--- config.mk ---
export PLATFORM = sky130hd
export DESIGN_NAME = bounded_pair_table_top_flat
export DESIGN_NICKNAME = d
export VERILOG_FILES = /design/src/design/bpt_pkg.sv /design/src/design/bpt_ifs.sv /design/src/design/bounded_pair_table_top.sv /design/src/design/bpt_ctrl.sv /design/src/design/bpt_datapath.sv /design/src/flat_wrapper.sv
export SDC_FILE = /design/constraint.sdc
export NUM_CORES = 1
export LEC_CHECK = 0
export BUFFER_PORTS_ARGS = -buffer_cell sky130_fd_sc_hd__buf_2
export CELL_PAD_IN_SITES_DETAIL_PLACEMENT = 1
export CELL_PAD_IN_SITES_GLOBAL_PLACEMENT = 2
export CORE_ASPECT_RATIO = 0.9
export CORE_UTILIZATION = 42
export DETAILED_ROUTE_END_ITERATION = 6
export PLACE_DENSITY_LB_ADDON = 0.1
export SYNTH_ARGS = -nofsm -noshare
export SYNTH_HDL_FRONTEND = slang
export SYNTH_HIERARCHICAL = 1
export SYNTH_SLANG_ARGS = --single-unit
export TNS_END_PERCENT = 30
--- constraint.sdc ---
create_clock -name clk -period 7.6 [get_ports clk]
set_input_delay 0.38 -clock clk [delete_from_list [all_inputs] [get_ports clk]]
set_output_delay 0.38 -clock clk [all_outputs]
set_load 0.05 [all_outputs]
--- src/design/bpt_pkg.sv ---
package bpt_pkg;

  localparam int KEY_W  = 32;
  localparam int VAL_W  = 32;
  localparam int PAIR_W = KEY_W + VAL_W;
  localparam int ACT_W  = 2;
  localparam int IDX_W  = 3;
  localparam int ST_W   = 2;
  localparam int TOT_W  = 4;

  localparam logic [ACT_W-1:0] ACT_ADD    = 2'd0;
  localparam logic [ACT_W-1:0] ACT_REMOVE = 2'd1;
  localparam logic [ACT_W-1:0] ACT_READ   = 2'd2;

  localparam logic [ST_W-1:0] ST_OK    = 2'd0;
  localparam logic [ST_W-1:0] ST_DUP   = 2'd1;
  localparam logic [ST_W-1:0] ST_FULL  = 2'd2;
  localparam logic [ST_W-1:0] ST_RANGE = 2'd3;

  typedef struct packed {
    logic            load;
    logic            scan_step;
    logic            fetch;
    logic            grab;
    logic            shift_step;
    logic            append;
    logic            dec;
    logic            finish;
    logic [ST_W-1:0] code;
  } ctl_cmd_t;

  typedef struct packed {
    logic [ACT_W-1:0] action;
    logic             allow_dup;
    logic             full;
    logic             range_err;
    logic             scan_end;
    logic             shift_end;
    logic             match;
    logic             wr_pending;
    logic             out_free;
  } dp_sts_t;

endpackage

--- src/design/bpt_ifs.sv ---
interface bpt_item_if;
  logic                             valid;
  logic                             ready;
  logic [bpt_pkg::ACT_W-1:0]        action;
  logic signed [bpt_pkg::KEY_W-1:0] key;
  logic signed [bpt_pkg::VAL_W-1:0] value;
  logic [bpt_pkg::IDX_W-1:0]        index;

  modport source (output valid, action, key, value, index, input ready);
  modport sink (input valid, action, key, value, index, output ready);
endinterface

interface bpt_result_if;
  logic                             valid;
  logic                             ready;
  logic [bpt_pkg::ST_W-1:0]         status;
  logic signed [bpt_pkg::KEY_W-1:0] key_out;
  logic signed [bpt_pkg::VAL_W-1:0] value_out;
  logic [bpt_pkg::TOT_W-1:0]        entry_total;

  modport source (output valid, status, key_out, value_out, entry_total, input ready);
  modport sink (input valid, status, key_out, value_out, entry_total, output ready);
endinterface

interface bpt_cfg_if;
  logic valid;
  logic ready;
  logic allow_duplicates;

  modport source (output valid, allow_duplicates, input ready);
  modport sink (input valid, allow_duplicates, output ready);
endinterface

--- src/design/bounded_pair_table_top.sv ---
// Ordered table of up to CAPACITY key/value pairs held in a memory with one
// write and one read port, one item at a time. Every item gives exactly one
// result carrying a status and the number of pairs held afterwards. An
// out-of-range index, an unused action or an add with duplicates allowed goes
// from the decide state straight to the finish state; a read passes through
// the grab state on the way. With duplicates barred, an add first walks the
// table, one entry a cycle. A removal at index i grabs that pair, then moves
// each entry above it down one place, one entry per cycle through the memory
// ports, and waits for the last write when any entry moves. The next item is
// accepted the cycle after the previous one has been placed in the output
// register, even if that result has not yet been taken; a result still
// waiting there holds the following one back. The table contents need no
// clearing after reset: only entries below the count are ever read.
module bounded_pair_table_top #(
  parameter int CAPACITY = 8
) (
  input  logic         clk,
  input  logic         rst_n,
  bpt_item_if.sink     in_ch,
  bpt_result_if.source out_ch,
  bpt_cfg_if.sink      cfg_ch
);

  bpt_pkg::ctl_cmd_t cmd;
  bpt_pkg::dp_sts_t  sts;
  logic              in_rdy;

  assign in_ch.ready  = in_rdy;
  assign cfg_ch.ready = 1'b1;

  bpt_ctrl u_ctrl (
    .clk      (clk),
    .rst_n    (rst_n),
    .in_valid (in_ch.valid),
    .in_ready (in_rdy),
    .sts      (sts),
    .cmd      (cmd)
  );

  bpt_datapath #(
    .CAPACITY (CAPACITY)
  ) u_datapath (
    .clk                  (clk),
    .rst_n                (rst_n),
    .cmd                  (cmd),
    .sts                  (sts),
    .in_action            (in_ch.action),
    .in_key               (in_ch.key),
    .in_value             (in_ch.value),
    .in_index             (in_ch.index),
    .cfg_valid            (cfg_ch.valid),
    .cfg_allow_duplicates (cfg_ch.allow_duplicates),
    .out_valid            (out_ch.valid),
    .out_ready            (out_ch.ready),
    .out_status           (out_ch.status),
    .out_key_out          (out_ch.key_out),
    .out_value_out        (out_ch.value_out),
    .out_entry_total      (out_ch.entry_total)
  );

  // One item at a time: nothing new is taken in the cycle after an accept.
  a_one_item: assert property (@(posedge clk) disable iff (!rst_n)
    in_ch.valid && in_ch.ready |=> !in_ch.ready)
    else $error("item accepted while another was in progress");

  // A rejected or out-of-range item never reports a pair.
  a_zero_pair: assert property (@(posedge clk) disable iff (!rst_n)
    out_ch.valid && out_ch.status != bpt_pkg::ST_OK
      |-> out_ch.key_out == '0 && out_ch.value_out == '0)
    else $error("pair reported on a failed item");

  a_no_overfill: assert property (@(posedge clk) disable iff (!rst_n)
    cmd.append |-> !sts.full)
    else $error("append into a full table");

  // At most one table operation is commanded per cycle.
  a_port_use: assert property (@(posedge clk) disable iff (!rst_n)
    $onehot0({cmd.append, cmd.scan_step, cmd.fetch, cmd.shift_step, cmd.dec}))
    else $error("conflicting table operations");

endmodule

--- src/design/bpt_ctrl.sv ---
module bpt_ctrl (
  input  logic               clk,
  input  logic               rst_n,
  input  logic               in_valid,
  output logic               in_ready,
  input  bpt_pkg::dp_sts_t   sts,
  output bpt_pkg::ctl_cmd_t  cmd
);

  localparam logic [2:0] S_IDLE   = 3'd0;
  localparam logic [2:0] S_DECIDE = 3'd1;
  localparam logic [2:0] S_SCAN   = 3'd2;
  localparam logic [2:0] S_GRAB   = 3'd3;
  localparam logic [2:0] S_SHIFT  = 3'd4;
  localparam logic [2:0] S_FIN    = 3'd5;

  logic [2:0]                  state_r;
  logic [2:0]                  state_nxt;
  logic [bpt_pkg::ST_W-1:0]    code_r;
  logic [bpt_pkg::ST_W-1:0]    code_nxt;

  always_ff @(posedge clk) begin
    if (!rst_n) begin
      state_r <= S_IDLE;
      code_r  <= bpt_pkg::ST_OK;
    end else begin
      state_r <= state_nxt;
      code_r  <= code_nxt;
    end
  end

  always_comb begin
    cmd       = '0;
    cmd.code  = code_r;
    state_nxt = state_r;
    code_nxt  = code_r;
    in_ready  = (state_r == S_IDLE);
    case (state_r)
      S_IDLE: begin
        if (in_valid) begin
          cmd.load  = 1'b1;
          state_nxt = S_DECIDE;
        end
      end
      S_DECIDE: begin
        case (sts.action)
          bpt_pkg::ACT_ADD: begin
            if (!sts.allow_dup) begin
              state_nxt = S_SCAN;
            end else if (sts.full) begin
              code_nxt  = bpt_pkg::ST_FULL;
              state_nxt = S_FIN;
            end else begin
              cmd.append = 1'b1;
              code_nxt   = bpt_pkg::ST_OK;
              state_nxt  = S_FIN;
            end
          end
          bpt_pkg::ACT_REMOVE, bpt_pkg::ACT_READ: begin
            if (sts.range_err) begin
              code_nxt  = bpt_pkg::ST_RANGE;
              state_nxt = S_FIN;
            end else begin
              cmd.fetch = 1'b1;
              state_nxt = S_GRAB;
            end
          end
          default: begin
            code_nxt  = bpt_pkg::ST_OK;
            state_nxt = S_FIN;
          end
        endcase
      end
      S_SCAN: begin
        // A compare lands in the cycle after its read; the scan is over once the
        // pointer has reached the count and the last compare has missed.
        if (sts.match) begin
          code_nxt  = bpt_pkg::ST_DUP;
          state_nxt = S_FIN;
        end else if (sts.scan_end) begin
          if (sts.full) begin
            code_nxt = bpt_pkg::ST_FULL;
          end else begin
            cmd.append = 1'b1;
            code_nxt   = bpt_pkg::ST_OK;
          end
          state_nxt = S_FIN;
        end else begin
          cmd.scan_step = 1'b1;
        end
      end
      S_GRAB: begin
        cmd.grab = 1'b1;
        code_nxt = bpt_pkg::ST_OK;
        if (sts.action == bpt_pkg::ACT_READ) begin
          state_nxt = S_FIN;
        end else begin
          state_nxt = S_SHIFT;
        end
      end
      S_SHIFT: begin
        if (sts.shift_end) begin
          if (!sts.wr_pending) begin
            cmd.dec   = 1'b1;
            state_nxt = S_FIN;
          end
        end else begin
          cmd.shift_step = 1'b1;
        end
      end
      S_FIN: begin
        if (sts.out_free) begin
          cmd.finish = 1'b1;
          state_nxt  = S_IDLE;
        end
      end
      default: begin
        state_nxt = S_IDLE;
      end
    endcase
  end

endmodule

--- src/design/bpt_datapath.sv ---
module bpt_datapath #(
  parameter int CAPACITY = 8
) (
  input  logic                             clk,
  input  logic                             rst_n,
  input  bpt_pkg::ctl_cmd_t                cmd,
  output bpt_pkg::dp_sts_t                 sts,
  input  logic [bpt_pkg::ACT_W-1:0]        in_action,
  input  logic signed [bpt_pkg::KEY_W-1:0] in_key,
  input  logic signed [bpt_pkg::VAL_W-1:0] in_value,
  input  logic [bpt_pkg::IDX_W-1:0]        in_index,
  input  logic                             cfg_valid,
  input  logic                             cfg_allow_duplicates,
  output logic                             out_valid,
  input  logic                             out_ready,
  output logic [bpt_pkg::ST_W-1:0]         out_status,
  output logic signed [bpt_pkg::KEY_W-1:0] out_key_out,
  output logic signed [bpt_pkg::VAL_W-1:0] out_value_out,
  output logic [bpt_pkg::TOT_W-1:0]        out_entry_total
);

  localparam int CW = $clog2(CAPACITY + 1);
  localparam int AW = (CAPACITY > 1) ? $clog2(CAPACITY) : 1;
  localparam int XW = (CW > bpt_pkg::IDX_W) ? CW : bpt_pkg::IDX_W;
  localparam int TW = (CW > bpt_pkg::TOT_W) ? CW : bpt_pkg::TOT_W;
  localparam logic [CW-1:0] CAP_CNT = CW'(CAPACITY);

  logic [bpt_pkg::PAIR_W-1:0] mem [CAPACITY];
  logic [bpt_pkg::PAIR_W-1:0] rd_data_r;
  logic                       cmp_valid_r;
  logic                       wr_pending_r;
  logic [AW-1:0]              wr_addr_r;
  logic [CW-1:0]              ptr_r;
  logic [CW-1:0]              count_r;
  logic [bpt_pkg::ACT_W-1:0]  act_r;
  logic [bpt_pkg::KEY_W-1:0]  key_r;
  logic [bpt_pkg::VAL_W-1:0]  value_r;
  logic [bpt_pkg::IDX_W-1:0]  idx_r;
  logic                       allow_dup_r;
  logic [bpt_pkg::KEY_W-1:0]  res_key_r;
  logic [bpt_pkg::VAL_W-1:0]  res_val_r;
  logic                       out_valid_r;
  logic                       out_valid_nxt;
  logic [bpt_pkg::ST_W-1:0]   out_status_r;
  logic [bpt_pkg::KEY_W-1:0]  out_key_r;
  logic [bpt_pkg::VAL_W-1:0]  out_val_r;
  logic [bpt_pkg::TOT_W-1:0]  out_total_r;

  logic [CW:0]                ptr_inc;
  logic [XW-1:0]              idx_ext;
  logic [XW-1:0]              in_idx_ext;
  logic [XW-1:0]              cnt_cmp;
  logic [TW-1:0]              cnt_ext;
  logic [AW-1:0]              rd_addr;
  logic                       rd_en;

  assign ptr_inc    = {1'b0, ptr_r} + (CW + 1)'(1);
  assign idx_ext    = XW'(idx_r);
  assign in_idx_ext = XW'(in_index);
  assign cnt_cmp    = XW'(count_r);
  assign cnt_ext    = TW'(count_r);
  assign rd_en      = cmd.scan_step | cmd.fetch | cmd.shift_step;
  assign rd_addr    = cmd.shift_step ? ptr_inc[AW-1:0] : ptr_r[AW-1:0];

  always_comb begin
    sts            = '0;
    sts.action     = act_r;
    sts.allow_dup  = allow_dup_r;
    sts.full       = (count_r >= CAP_CNT);
    sts.range_err  = (idx_ext >= cnt_cmp);
    sts.scan_end   = (ptr_r >= count_r);
    sts.shift_end  = (ptr_inc >= {1'b0, count_r});
    sts.match      = cmp_valid_r && (rd_data_r == {key_r, value_r});
    sts.wr_pending = wr_pending_r;
    sts.out_free   = !out_valid_r || out_ready;
  end

  // Table memory: one write and one registered read per cycle. During a
  // removal the write of entry i lands while entry i + 2 is being read.
  always_ff @(posedge clk) begin
    if (cmd.append) begin
      mem[count_r[AW-1:0]] <= {key_r, value_r};
    end else if (wr_pending_r) begin
      mem[wr_addr_r] <= rd_data_r;
    end
    if (rd_en) begin
      rd_data_r <= mem[rd_addr];
    end
  end

  always_ff @(posedge clk) begin
    if (cmd.load) begin
      act_r   <= in_action;
      key_r   <= in_key;
      value_r <= in_value;
      idx_r   <= in_index;
    end
    if (cmd.load) begin
      ptr_r <= (in_action == bpt_pkg::ACT_ADD) ? '0 : in_idx_ext[CW-1:0];
    end else if (cmd.scan_step || cmd.shift_step) begin
      ptr_r <= ptr_inc[CW-1:0];
    end
    if (cmd.shift_step) begin
      wr_addr_r <= ptr_r[AW-1:0];
    end
    if (cmd.load) begin
      res_key_r <= '0;
      res_val_r <= '0;
    end else if (cmd.grab) begin
      res_key_r <= rd_data_r[bpt_pkg::PAIR_W-1:bpt_pkg::VAL_W];
      res_val_r <= rd_data_r[bpt_pkg::VAL_W-1:0];
    end
    if (cmd.finish) begin
      out_status_r <= cmd.code;
      out_key_r    <= res_key_r;
      out_val_r    <= res_val_r;
      out_total_r  <= cnt_ext[bpt_pkg::TOT_W-1:0];
    end
  end

  always_comb begin
    out_valid_nxt = out_valid_r;
    if (cmd.finish) begin
      out_valid_nxt = 1'b1;
    end else if (out_ready) begin
      out_valid_nxt = 1'b0;
    end
  end

  always_ff @(posedge clk) begin
    if (!rst_n) begin
      count_r      <= '0;
      allow_dup_r  <= 1'b1;
      cmp_valid_r  <= 1'b0;
      wr_pending_r <= 1'b0;
      out_valid_r  <= 1'b0;
    end else begin
      cmp_valid_r  <= cmd.scan_step;
      wr_pending_r <= cmd.shift_step;
      out_valid_r  <= out_valid_nxt;
      if (cfg_valid) begin
        allow_dup_r <= cfg_allow_duplicates;
      end
      if (cmd.append) begin
        count_r <= count_r + CW'(1);
      end else if (cmd.dec) begin
        count_r <= count_r - CW'(1);
      end
    end
  end

  assign out_valid       = out_valid_r;
  assign out_status      = out_status_r;
  assign out_key_out     = out_key_r;
  assign out_value_out   = out_val_r;
  assign out_entry_total = out_total_r;

endmodule

--- src/flat_wrapper.sv ---
// flat-port wrapper written by rule: the top's interface ports become plain ports
module bounded_pair_table_top_flat 
#(
  parameter int CAPACITY = 8
)
  (clk, rst_n, in_ch_valid, in_ch_action, in_ch_key, in_ch_value, in_ch_index, in_ch_ready, out_ch_valid, out_ch_status, out_ch_key_out, out_ch_value_out, out_ch_entry_total, out_ch_ready, cfg_ch_valid, cfg_ch_allow_duplicates, cfg_ch_ready);
  bpt_item_if in_ch_i ();
  bpt_result_if out_ch_i ();
  bpt_cfg_if cfg_ch_i ();
  input  logic clk;
  input  logic rst_n;
  input wire logic [$bits(in_ch_i.valid)-1:0] in_ch_valid;
  input wire logic [$bits(in_ch_i.action)-1:0] in_ch_action;
  input wire logic [$bits(in_ch_i.key)-1:0] in_ch_key;
  input wire logic [$bits(in_ch_i.value)-1:0] in_ch_value;
  input wire logic [$bits(in_ch_i.index)-1:0] in_ch_index;
  output wire logic [$bits(in_ch_i.ready)-1:0] in_ch_ready;
  output wire logic [$bits(out_ch_i.valid)-1:0] out_ch_valid;
  output wire logic [$bits(out_ch_i.status)-1:0] out_ch_status;
  output wire logic [$bits(out_ch_i.key_out)-1:0] out_ch_key_out;
  output wire logic [$bits(out_ch_i.value_out)-1:0] out_ch_value_out;
  output wire logic [$bits(out_ch_i.entry_total)-1:0] out_ch_entry_total;
  input wire logic [$bits(out_ch_i.ready)-1:0] out_ch_ready;
  input wire logic [$bits(cfg_ch_i.valid)-1:0] cfg_ch_valid;
  input wire logic [$bits(cfg_ch_i.allow_duplicates)-1:0] cfg_ch_allow_duplicates;
  output wire logic [$bits(cfg_ch_i.ready)-1:0] cfg_ch_ready;
  assign in_ch_i.valid = in_ch_valid;
  assign in_ch_i.action = in_ch_action;
  assign in_ch_i.key = in_ch_key;
  assign in_ch_i.value = in_ch_value;
  assign in_ch_i.index = in_ch_index;
  assign in_ch_ready = in_ch_i.ready;
  assign out_ch_valid = out_ch_i.valid;
  assign out_ch_status = out_ch_i.status;
  assign out_ch_key_out = out_ch_i.key_out;
  assign out_ch_value_out = out_ch_i.value_out;
  assign out_ch_entry_total = out_ch_i.entry_total;
  assign out_ch_i.ready = out_ch_ready;
  assign cfg_ch_i.valid = cfg_ch_valid;
  assign cfg_ch_i.allow_duplicates = cfg_ch_allow_duplicates;
  assign cfg_ch_ready = cfg_ch_i.ready;
  bounded_pair_table_top #(.CAPACITY(CAPACITY)) u_core (.clk(clk), .rst_n(rst_n), .in_ch(in_ch_i), .out_ch(out_ch_i), .cfg_ch(cfg_ch_i));
endmodule
# ---- After elaboration in Yosys (flattened, before gate mapping)
# Memories as Yosys holds them, arrays and structs flattened. A register that Yosys moved wholly into a read port is not among the register bits.
# Index checks and enable logic that the tools add are counted.
dict set report totals {
  mem_bits_ro 0
  memories 1
  register_bits 223
  ram_bits 512
  inputBits 75
  latch_bits 0
}
dict set report op_classes {
  shift 0
  mux 56
  mul 0
  n_div 0
  magnitude_cmp 4
  reduce_logical 15
  bitwise 2
  eq_ne 15
  n_addsub 3
}
# memory depth width read_ports rd_clocked_by_memory_dff write_ports line_no
set mem_list {}
lappend mem_list {u_core.u_datapath.mem 8 64 1 1 1 bpt_datapath.sv:28} ;# logic [bpt_pkg::PAIR_W-1:0] mem [CAPACITY];
# cell n
set op_table {}
lappend op_table {{$eq A64 B64 Y1} 1}
lappend op_table {{$mux W64} 1}
lappend op_table {{$reduce_or A64 Y1} 1}
lappend op_table {{$mux W3} 11}
lappend op_table {{$mux W1} 30}
lappend op_table {{$pmux W3 S6} 1}
lappend op_table {{$mux W4} 4}
lappend op_table {{$mux W2} 5}
lappend op_table {{$eq A3 B2 Y1 const B} 2}
lappend op_table {{$eq A3 B3 Y1 const B} 2}
lappend op_table {{$pmux W2 S3} 1}
lappend op_table {{$pmux W3 S2} 1}
lappend op_table {{$reduce_bool A2 Y1} 3}
lappend op_table {{$add A4 B1 Y5 const B} 1}
lappend op_table {{$ge A5 B4 Y1} 1}
lappend op_table {{$reduce_and A5 Y1} 1}
lappend op_table {{$add A4 B1 Y4 const B} 1}
lappend op_table {{$ge A3 B4 Y1} 1}
lappend op_table {{$ge A4 B4 Y1} 1}
lappend op_table {{$ge A4 B4 Y1 const B} 1}
lappend op_table {{$logic_not A2 Y1} 2}
lappend op_table {{$ne A2 B1 Y1 const B} 2}
lappend op_table {{$ne A2 B2 Y1 const B} 2}
lappend op_table {{$pmux W2 S2} 1}
lappend op_table {{other kinds (16)} 18}

# ---- Depth between registers and ports, before layout
dict set report logic_depth {
  ltp_word 9
  depth_mapped 16
  depth_no_buf 16
}

# ---- By module
# The synthesis kept the hierarchy.
# mod seq_area_each_um2 cells_per_inst instances area_each_um2
set by_module_without_submodules {}
lappend by_module_without_submodules {bpt_datapath 23122.2 1553 1 30011.3}
lappend by_module_without_submodules {bpt_ctrl 100.1 66 1 465.4}
lappend by_module_without_submodules {bounded_pair_table_top 0.0 2 1 11.3}

# ---- Least setup slack after synthesis
# No wires, ideal clock.
dict set report synth_timing {
  path_type {register -> register}
  start {reg u_core/u_datapath/rd_data_r[20] in the netlist's numbering, read port of u_core.u_datapath.mem}
  end {mem u_core/u_datapath/mem[7][0] in the netlist's numbering, enable pin}
  setup_ns 0.565
  path_slack_ns 0.113
  path_stages_with_launch 13
  t_arrival_ns 6.923
  path_buffers 1
  required_ns 7.035
  synth_period_minus_slack_ns 7.487
  cell_sequence {edfxtp_1 -> xnor2_1 -> nand4_1 -> nor4_1 -> nand4_1 -> nor4_1 -> nor3_1 -> a21oi_1 -> nor2_1 -> nor2b_1 -> clkbuf_1 -> a22oi_1 -> nor3_1}
}
# item line_no
set synth_lines {}
lappend synth_lines {{start, declared} bpt_datapath.sv:29} ;# logic [bpt_pkg::PAIR_W-1:0] rd_data_r;
lappend synth_lines {{end, declared} bpt_datapath.sv:28}

==> impl_metrics.prom <==
# TYPE chip_impl_metric gauge
chip_impl_metric{name="share_of_the_synthesized_area_in_the_top_cell_type",unit="%"} 71.1
chip_impl_metric{name="flow.area_growth_from_synthesis",unit="%"} 18.0
chip_impl_metric{name="grt_pass1_vias",unit=""} 16700
chip_impl_metric{name="crit_path_max_fanout",unit=""} 23
chip_impl_metric{name="timing.final.crit_share",unit="%"} 86.0
chip_impl_info{name="outcome",value="complete, but fails checks"} 1
chip_impl_metric{name="worst_hold_path.num_cells",unit=""} 2
chip_impl_metric{name="viasPerCell",unit=""} 5.37
chip_impl_metric{name="worst_slack",unit="ns"} 1.07
chip_impl_metric{name="timing.critical_path.arrival",unit="ns"} 6.80
chip_impl_metric{name="route.detailed.drc",unit=""} 0
chip_impl_metric{name="grt_max_degree",unit=""} 129
chip_impl_metric{name="clkTransAtPathRegs",unit="ns"} 0.06
chip_impl_metric{name="placementRows",unit=""} 93
chip_impl_metric{name="fp.dieW",unit="um"} 286
chip_impl_metric{name="antennaDiodeCount",unit=""} 0
chip_impl_metric{name="p_per_area",unit="nW/um2"} 382
chip_impl_info{name="worstReg2RegStart",value="u_core/u_datapath/rd_data_r[26]"} 1
chip_impl_metric{name="slew_headroom",unit="%"} 0.869
chip_impl_metric{name="post_synth_xor_area_fraction",unit="%"} 1.64
chip_impl_metric{name="place_worst_setup_slack",unit="ns"} 0.993
chip_impl_metric{name="reg2regPathDepth",unit=""} 14
chip_impl_metric{name="p_switching",unit="W"} 0.00408
chip_impl_metric{name="routed_wl",unit="mm"} 75.9
chip_impl_metric{name="syn-cell-area",unit="um2"} 30500
chip_impl_info{name="setup_repair_after_global_routing_missed_its_margin",value="false"} 1
chip_impl_metric{name="reg2reg_setup_slack",unit="ns"} 1.07
chip_impl_metric{name="final_cell_count_no_fill",unit=""} 2898
chip_impl_info{name="min-delay-path-class",value="input pin to flop"} 1
chip_impl_metric{name="via_count",unit=""} 15600
chip_impl_info{name="synth_top_family_by_area",value="multiplexers"} 1
chip_impl_metric{name="initial_drc_count",unit=""} 1139
chip_impl_metric{name="grt_use_total",unit="%"} 21.1
chip_impl_metric{name="fmax",unit="MHz"} 153
chip_impl_metric{name="h-tree-depth",unit=""} 3
chip_impl_metric{name="power.leakage",unit="nW"} 12.1
chip_impl_metric{name="worst_clk_skew",unit="ns"} 0.0215
chip_impl_info{name="top_cells_by_area_in_the_synthesized_netlist",value="sky130_fd_sc_hd__edfxtp_1, sky130_fd_sc_hd__mux4_2, sky130_fd_sc_hd__dfxtp_1"} 1
chip_impl_metric{name="cts_made_buffers",unit=""} 83
chip_impl_metric{name="finalMaxSlewViolations",unit=""} 0
chip_impl_metric{name="starting_utilization_of_the_core_area",unit="%"} 42.5
chip_impl_metric{name="clock_path_buffers",unit=""} 3
chip_impl_metric{name="async_reset_ff_share",unit="%"} 0
chip_impl_metric{name="syn_inst",unit=""} 1621
chip_impl_metric{name="die_footprint",unit="um2"} 73700
chip_impl_metric{name="max-vdd-ir-drop",unit="mV"} 0.308
chip_impl_metric{name="internal_power",unit="W"} 0.00967
chip_impl_metric{name="top_level_ports",unit=""} 148
chip_impl_metric{name="number_of_register_bits_inferred_by_synthesis",unit=""} 799
chip_impl_metric{name="grt_overflow",unit=""} 0
chip_impl_info{name="hold_path.startpoint",value="rst_n"} 1
chip_impl_info{name="worstSetupStartpointType",value="flop"} 1
chip_impl_info{name="timing.setup.critical_path_class",value="flop to flop"} 1
chip_impl_metric{name="synth-adder-area-share",unit="%"} 0.763
chip_impl_metric{name="syn_avg_cell_area",unit="um2"} 18.8
chip_impl_metric{name="drt.antenna.violating_nets",unit=""} 0
chip_impl_metric{name="clkPwrFrac",unit="%"} 30.6
chip_impl_metric{name="mappedNetlistNets",unit=""} 1714
chip_impl_metric{name="grt_pass1_wl",unit="mm"} 113
chip_impl_metric{name="pwr-share-seq",unit="%"} 43.3
chip_impl_info{name="yosys.cell_count.top_type",value="sky130_fd_sc_hd__edfxtp_1"} 1
chip_impl_info{name="worstHoldEndpoint",value="u_core/u_datapath/allow_dup_r"} 1
chip_impl_info{name="critPathCaptureType",value="flop"} 1
chip_impl_metric{name="antenna_found_initial",unit=""} 4
chip_impl_metric{name="ys_seq_area_share",unit="%"} 76.2
chip_impl_info{name="cts_tree",value="built"} 1
chip_impl_metric{name="synth_compound_area_share",unit="%"} 1.32
chip_impl_metric{name="dpl_cell_area",unit="um2"} 32500
chip_impl_metric{name="finish.net_count",unit=""} 1971
chip_impl_info{name="post-synth-top-area-cell",value="sky130_fd_sc_hd__edfxtp_1"} 1
chip_impl_metric{name="switch_share",unit="%"} 29.7
chip_impl_info{name="synth_common_cells",value="sky130_fd_sc_hd__edfxtp_1, sky130_fd_sc_hd__nand2_1, sky130_fd_sc_hd__mux4_2"} 1
chip_impl_metric{name="post_synth_mux_area_share",unit="%"} 14.0
chip_impl_info{name="ctsRootBufferMaster",value="sky130_fd_sc_hd__clkbuf_16"} 1
chip_impl_metric{name="finalHoldViolations",unit=""} 0
chip_impl_info{name="worst_r2r_endpoint",value="u_core/u_datapath/mem[4][29]"} 1
chip_impl_metric{name="placeableCoreArea",unit="um2"} 71700
chip_impl_metric{name="clock_period_minus_final_worst_setup_slack",unit="ns"} 6.53
chip_impl_metric{name="synthSimpleGateAreaFrac",unit="%"} 4.53
chip_impl_metric{name="final_hpwl_from_detailed_placement",unit="mm"} 43.8
chip_impl_metric{name="combinational_power_share",unit="%"} 26.0
chip_impl_metric{name="post_place_cells",unit=""} 2675
chip_impl_metric{name="routedWlPerCell",unit="um"} 26.2
chip_impl_metric{name="postCtsSetupRepairBufs",unit=""} 0
chip_impl_metric{name="final_design_area_no_fill",unit="um2"} 36000
chip_impl_metric{name="clk_latency",unit="ns"} 0.63
chip_impl_metric{name="worst-slew-pin-transition",unit="ns"} 1.47
chip_impl_metric{name="clock_sink_count",unit=""} 799
chip_impl_metric{name="firstDrtPassIters",unit=""} 5
chip_impl_metric{name="drive_above_1_share",unit="%"} 25.9
chip_impl_metric{name="final-setup-viol-count",unit=""} 0
chip_impl_metric{name="synth_edf_count",unit=""} 722
chip_impl_metric{name="ys_warn_count",unit=""} 6
chip_impl_metric{name="global_placement_routability_congestion",unit=""} 0.755
chip_impl_metric{name="die_h",unit="um"} 258
chip_impl_metric{name="synth.distinct_cells",unit=""} 46
chip_impl_metric{name="maxCapViolations",unit=""} 1
chip_impl_metric{name="final_sum_of_negative_setup_slack",unit="ns"} 0
chip_impl_info{name="failed_checks",value="capacitance limit"} 1
chip_impl_metric{name="port-buffer-count",unit=""} 146
chip_impl_info{name="synth_top_flop_cell",value="sky130_fd_sc_hd__edfxtp_1"} 1
chip_impl_metric{name="cp_data_required_time",unit="ns"} 7.87
==> sequential cells by signal, summed over array words and instances (netlist names) <==
signal and count:
u_core/u_datapath/out_status 2, u_core/u_datapath/cnt_cmp 4, u_core/u_datapath/res_val_r 32, u_core/u_datapath/act_r 2
u_core/u_datapath/cmp_valid_r 1, u_core/u_ctrl/state_r 3, u_core/u_datapath/out_entry_total 4, u_core/u_datapath/out_value_out 32
u_core/u_datapath/out_key_out 32, u_core/u_datapath/value_r 32, u_core/u_datapath/out_valid 1, u_core/u_datapath/idx_r 3
u_core/u_datapath/wr_pending_r 1, u_core/u_datapath/allow_dup_r 1, u_core/u_datapath/rd_data_r 64, u_core/u_datapath/res_key_r 32
u_core/u_datapath/key_r 32, u_core/u_datapath/wr_addr_r 3, u_core/u_datapath/mem 512, u_core/u_ctrl/code_r 2
u_core/u_datapath/ptr_r 4
==> worst max-delay path, stage by stage, from the launching register on <==
cell and delay, ns:
sky130_fd_sc_hd__edfxtp_1 0.42, sky130_fd_sc_hd__xnor2_1 0.51, sky130_fd_sc_hd__nand4_1 0.19, sky130_fd_sc_hd__nor4_1 0.72, sky130_fd_sc_hd__nand4_1 0.17, sky130_fd_sc_hd__nor4_1 1.23
sky130_fd_sc_hd__nor3_1 0.16, sky130_fd_sc_hd__a21oi_1 0.21, sky130_fd_sc_hd__nor2_1 0.15, sky130_fd_sc_hd__nor2b_4 0.44, sky130_fd_sc_hd__nor2_1 0.07, sky130_fd_sc_hd__a21oi_1 0.38
sky130_fd_sc_hd__nand2b_1 0.23, sky130_fd_sc_hd__nor2_4 0.72, sky130_fd_sc_hd__buf_4 0.54
==> worst max path at each step <==
stage                                     from                            to  slack, ns  cells after the start
2_1_floorplan  u_core/u_datapath/rd_data_r[20]   u_core/u_datapath/mem[7][0]       0.11                     12
3_3_place_gp   u_core/u_datapath/rd_data_r[26]  u_core/u_datapath/mem[4][30]       1.20                     14
3_5_place_dp   u_core/u_datapath/rd_data_r[26]  u_core/u_datapath/mem[4][30]       0.99                     14
4_1_cts        u_core/u_datapath/rd_data_r[12]  u_core/u_datapath/mem[4][36]       0.99                     14
5_1_grt        u_core/u_datapath/rd_data_r[12]  u_core/u_datapath/mem[4][29]       0.73                     14
6_report       u_core/u_datapath/rd_data_r[26]  u_core/u_datapath/mem[4][29]       1.07                     14
==> power by group through the flow <==
stage	Sequential, W	Combinational, W	Clock, W
global route	0.00601	0.00389	0.00446
CTS	0.00596	0.00368	0.00433
detailed placement	0.00605	0.00363	0
finish	0.00596	0.00358	0.00421
global placement	0.00603	0.00358	0
floorplan	0.00605	0.00250	0
==> per-layer routing <==
metal / track usage (%) / wire, um / vias to the layer above
met3: 3.20 / 3190 / 104
met4: 5.81 / 1680 / 2
li1: - / - / 6808
met2: 34.1 / 36400 / 311
met1: 29.8 / 34500 / 8337
met5: 0 / 13 / -
==> cell families after synthesis <==
logic type,Yosys count
AOI/OAI and AO/OA,63
buffers and inverters,96
and+or+nand+nor,328
other,1
xor gates and xnor gates,57
adders and majority gates,18
DFF,799
muxes,259
==> per-stage QoR <==
| step | hold slack [ns] | util, % | power, W |
|---|---|---|---|
| 6_report | 0.0349 | 50.2 | 0.0138 |
| 5_1_grt | 0.00808 | 50.2 | 0.0144 |
| 4_1_cts | 0.000482 | 50.2 | 0.0140 |
| 3_5_place_dp | 0.418 | 45.3 | 0.00969 |
| 3_3_place_gp | 0.414 | 45.3 | 0.00962 |
| 2_1_floorplan | 0.408 | - | 0.00855 |
==> cell usage in the layout, fill, tap and decap left out, types with 3 or more instances in the layout <==
cell type                         n
sky130_fd_sc_hd__a21oi_1         15
sky130_fd_sc_hd__a221oi_1         4
sky130_fd_sc_hd__buf_12           9
sky130_fd_sc_hd__buf_2          146
sky130_fd_sc_hd__buf_4           18
sky130_fd_sc_hd__bufinv_16       12
sky130_fd_sc_hd__clkbuf_1        18
sky130_fd_sc_hd__clkbuf_16       86
sky130_fd_sc_hd__clkbuf_8         3
sky130_fd_sc_hd__clkinv_1        16
sky130_fd_sc_hd__clkinv_2        11
sky130_fd_sc_hd__clkinvlp_4       5
sky130_fd_sc_hd__dfxtp_1         77
sky130_fd_sc_hd__dlygate4sd3_1   68
sky130_fd_sc_hd__edfxtp_1       722
sky130_fd_sc_hd__ha_1            17
sky130_fd_sc_hd__inv_1           27
sky130_fd_sc_hd__inv_6            3
sky130_fd_sc_hd__mux2_2          64
sky130_fd_sc_hd__mux2i_1         66
sky130_fd_sc_hd__mux4_2         128
sky130_fd_sc_hd__nand2_1        179
sky130_fd_sc_hd__nand2b_1         9
sky130_fd_sc_hd__nand4_1         13
sky130_fd_sc_hd__nor2_1          80
sky130_fd_sc_hd__nor2_4           7
sky130_fd_sc_hd__nor2b_1          9
sky130_fd_sc_hd__nor3_1           5
sky130_fd_sc_hd__nor4_1           9
sky130_fd_sc_hd__o21ai_0         21
sky130_fd_sc_hd__o22ai_1          7
sky130_fd_sc_hd__or3_1            3
sky130_fd_sc_hd__xnor2_1         35
sky130_fd_sc_hd__xor2_1          20
==> repair_timing <==
item                                   4_1_cts  5_1_grt
endpoints found under the hold margin       67        0
hold buffers                                68        0
gates resized for setup                      0        0
==> layout make-up <==
cell class                 instances  area (um2)
clock inverter                    48         569
fill                            6662       35700
timing repair buffer             241        1730
inverter                          27         101
clock buffer                     107        2260
multi-input combinational        726        6910
sequential                       799       23200
tap                              950        1190
No activity file was read; power rests on OpenSTA's default activity.
